## config.mk

```make
export PLATFORM = sky130hd
export DESIGN_NAME = mrap_ram
export DESIGN_NICKNAME = d
export VERILOG_FILES = /design/src/design/mrap_ram.sv
export SDC_FILE = /design/constraint.sdc
export NUM_CORES = 1
export LEC_CHECK = 0
export BUFFER_PORTS_ARGS = -buffer_cell sky130_fd_sc_hd__clkbuf_2
export CAP_MARGIN = 20
export CORE_ASPECT_RATIO = 2
export CORE_MARGIN = 3
export CORE_UTILIZATION = 40
export DETAILED_ROUTE_END_ITERATION = 10
export PLACE_DENSITY = 0.62
export SLEW_MARGIN = 20
export SYNTH_ARGS = -nofsm -noshare
export SYNTH_HDL_FRONTEND = slang
export SYNTH_SLANG_ARGS = --single-unit
```

## constraint.sdc

```tcl
create_clock -name clk -period 4.4 [get_ports clk]
set_clock_uncertainty 0.05 [all_clocks]
set_input_delay 1.1 -clock clk [delete_from_list [all_inputs] [get_ports clk]]
set_output_delay 1.1 -clock clk [all_outputs]
set_load 0.1 [all_outputs]
```

## src/design/mrap_ram.sv

```systemverilog
module mrap_ram #(
	parameter int W = 8,
	parameter int D = 16
) (
	input  logic                 clk,
	input  logic                 we,
	input  logic [$clog2(D)-1:0] waddr,
	input  logic [W-1:0]         wdata,
	input  logic [$clog2(D)-1:0] raddr,
	output logic [W-1:0]         rdata
);

	logic [W-1:0] mem [D];

	// Write one word, read one word registered (old data on a same-address hit)
	always_ff @(posedge clk) begin
		if (we) begin
			mem[waddr] <= wdata;
		end
		rdata <= mem[raddr];
	end

endmodule

```

### Word level (Yosys, flattened, before mapping)

Memories as Yosys holds them, arrays and structs flattened. A register that Yosys moved wholly into a read port is not among the register bits.
Index checks and enable logic that the tools add are counted.

| storage, ports and cells | value |
|---|---|
| memory bits (writable) | 128 |
| memories | 1 |
| word-level logic and storage cells | 3 |
| input bits | 18 |
| bits in registers | 0 |
| output and inout port bits | 8 |

Memory list:

| name | words | width | rd ports | clocked after memory_dff | write ports | line | RTL |
|---|---|---|---|---|---|---|---|
| mem | 16 | 8 | 1 | 1 | 1 | 13 | `logic [W-1:0] mem [D];` |

| cells by class | value |
|---|---|
| multiplexer cells | 2 |

Operators by type and width:

| cell | count |
|---|---|
| $mux 1 | 2 |

### Longest topological paths before layout

| logic depth | value |
|---|---|
| depth in word-level cells | 2 |
| depth in mapped cells | 5 |
| gate-level depth less buffers | 3 |

### Worst setup path after synthesis

OpenSTA, ideal clock, no wires.

| path | value |
|---|---|
| path type | input to register |
| start | in waddr[2] |
| end | mem mem[0][0] (enable) |
| library setup time | 0.383 ns |
| buffers on the path | 0 |
| cell stages on the path | 2 |
| arrival time | 2.210 ns |
| path slack | 1.757 ns |
| required time | 3.967 ns |
| cells stage by stage | or3b_2 nor3_1 |

RTL lines:

| item | line | RTL |
|---|---|---|
| from (decl) | 7 | `input logic [$clog2(D)-1:0] waddr,` |
| to (decl) | 13 |  |

No word-level cell before the write port.

==> metrics <==
number of buffers created by CTS=17; half-perimeter wire length of the detailed placement result=6880 um; Tcrit/Tclk final=60.5%; number of synthesized register bits=136; total setup violations reported at the end of the flow=0; depth of the worst hold-timing path=3; Die Height=roughly 170 um; Starting Density=between 40% and 50%; cells resized by post-CTS repair=0; cell at the root of the clock tree=clkbuf_16; wire length of the first global-routing pass=15,600 um; number of buffers inserted by hold repair at cts=0; post-synth top area share=74.7%; count of synthesis-stage warnings from yosys=0; DRC violation total after the first TritonRoute iteration=171; startpoint kind of the worst setup timing path=primary input; met2 wire length=5860 um; sum of negative setup slack=0 ns; die extent in x=86.2 um; shortest period the worst path allows=approximately 2.7 ns; Area growth syn-to-layout=17.0%; CTS tree=built; via count of the first global-routing pass=about 2,600; total of buffers placed on input and output ports=25; data arrival at the endpoint of the critical path=2.91 ns; fraction of layout instances using a drive strength above 1=28.7%; # nets final=287; number of fillers in the final layout=1,023; clock insertion delay at the later pin of the skew report=0.41 ns; # DRC=0; met1 WL=between 3000 and 4000 um; maximum capacitance violations=0; Synth cell types=19; post-DR wirelength/cell=23.4 um; WL final=10,100 um; Hold Path Class=flop to flop; footprint of the flip-flops and latches=about 4000 sq um; Peak VDD IR=0.279 mV; leakage power=a little over 2 nW; largest net degree at the start of global routing=33; worst min-delay path endpoint=rdata[3]; number of diodes added for antenna fixing=0; register area share after synthesis=approximately 78%; routed vias/inst=roughly 5.5; total standard cell area after synthesis=5150 sq um; FF-to-FF setup slack=around 3.0 ns; Post-Syn Instances=between 200 and 250; number of nets produced by synthesis=247; cells taking the most area after synthesis=edfxtp_1, mux4_2, mux4_1; number of top-level pins=26; number of rows created at floorplan=58; required time of the critical path=4.65 ns; power per cell area=509 nW/um^2; cell depth of the worst flop-to-flop path=3; slew at the pin closest to its max-slew limit=roughly 1 ns; routed via count=roughly 2,400; antenna violations before repair=0; reg-to-reg critical path startpoint=mem[2][3]; critical path capture point type=flop; area occupied by multi-input gates=roughly 1100 sq um; worst slew margin relative to its limit=31.6%; Post-Synthesis Mean Instance Area=22.5 sq um; Synth area leader=edfxtp_1; total track usage=15.5%; GPL Wtd Cong=around 0.73; capturing point of the worst reg2reg path=rdata[3]; final-report max-slew violation count=0; number of setup buffers added after CTS=0; overall overflow remaining after global route=0; level count of the clock H-tree=4; run status=complete, no violations; buffer depth of the longest clock path=2; clock transition at the registers of the reported paths=around 0.06 ns; Placed Area=about 5400 sq um; highest routed layer=met4; Detailed Routing Iterations Pass 1=4; core area=12,600 sq um; # clock sinks=~140; Min-Delay Startpoint=mem[14][3]; final hold vios=0; RSZ-0062 raised after global routing=false; Worst Hold Margin=0.617 ns; Die Footprint=14,300 sq um; post-route antenna net violation count=0; f_max=approximately 380 MHz; Crit Path Class=primary input to flop; met3 wire len=390 um; final instance area=6020 sq um; maximum net fanout on the critical path=24
==> per-stage QoR <==
| stage | instances | total power, mW | setup slack (ns) | util (%) |
|---|---|---|---|---|
| after floorplan | 229 | 1.62 | 1.76 | - |
| after global placement | 400 | 1.67 | 1.36 | 43.2 |
| after detailed placement | 400 | 1.68 | 1.26 | 43.2 |
| after CTS | 432 | 3.10 | 1.70 | 48.0 |
| after global routing | 432 | 3.16 | 1.62 | 48.0 |
| final | 432 | 3.07 | 1.74 | 48.0 |
==> power breakdown <==
part	switching, mW	internal (mW)	total, mW	leakage, nW
clock network	0.525	0.895	1.42	0.291
logic	0.135	0.0531	0.188	0.505
registers	0.00946	1.45	1.46	1.22
==> cell families after synthesis <==
group	synth area share, %
AO/OA/AOI/OAI	2.33
buffers and inverters	1.68
flip-flops	77.8
multiplexers	15.0
AND/OR/NAND/NOR	3.18
==> critical path, cell delays in order <==
cell	delay, ns
clkbuf_2	0.66
buf_4	0.30
mux4_1	0.56
a22oi_1	0.20
nand2_1	0.07
==> final cells by class <==
class                   count  share of cell area, %
flip-flops and latches    136                   66.5
multi-input cells          83                   17.6
clock buffers              18                   7.13
well taps                 150                   3.12
clock inverters            14                   2.87
repair buffers             31                   2.83
==> registers in the layout, indices dropped and copies added, names as in the netlist <==
| signal | cells |
|---|---|
| mem | 128 |
| rdata | 8 |
==> layer usage <==
layer / vias to the layer above / GRT usage (%)
li1: 1057 / -
met1: 1239 / 17.1
met4: 0 / 6.45
met2: 64 / 27.6
met3: 12 / 4.21
met5: - / 0
==> worst max-delay path by stage <==
stage | start | end | slack, ns | depth (start not counted)
2_1_floorplan | waddr[2] | mem[0][0] | 1.76 | 2
3_3_place_gp | raddr[0] | rdata[1] | 1.36 | 5
3_5_place_dp | raddr[0] | rdata[1] | 1.26 | 5
4_1_cts | raddr[0] | rdata[1] | 1.70 | 5
5_1_grt | raddr[0] | rdata[1] | 1.62 | 5
6_report | raddr[0] | rdata[1] | 1.74 | 5
==> layout by cell type (no fill, tap or decap), types with 2 or more instances in the layout <==
master	instances
clkinvlp_4	2
clkbuf_16	17
edfxtp_1	128
nor3_1	4
a22oi_1	16
mux4_1	14
mux4_2	18
clkinv_4	3
nand2_1	9
buf_4	6
nor2_1	13
clkinv_2	3
inv_6	3
nand2b_1	2
clkbuf_2	25
dfxtp_1	8
nand3b_1	2
bufinv_16	3
==> synth_stat cells <==
cell / instances
a22oi_1: 16
and2_1: 1
and2b_1: 1
buf_2: 3
buf_4: 1
buf_6: 3
clkdlybuf4s25_2: 3
dfxtp_1: 8
edfxtp_1: 128
mux4_1: 14
mux4_2: 18
nand2_1: 9
nand2b_1: 2
nand3_1: 1
nand3b_1: 2
nor2_1: 13
nor2b_1: 1
nor3_1: 4
or3b_2: 1
Note: power is estimated with default switching activity, not from simulation.
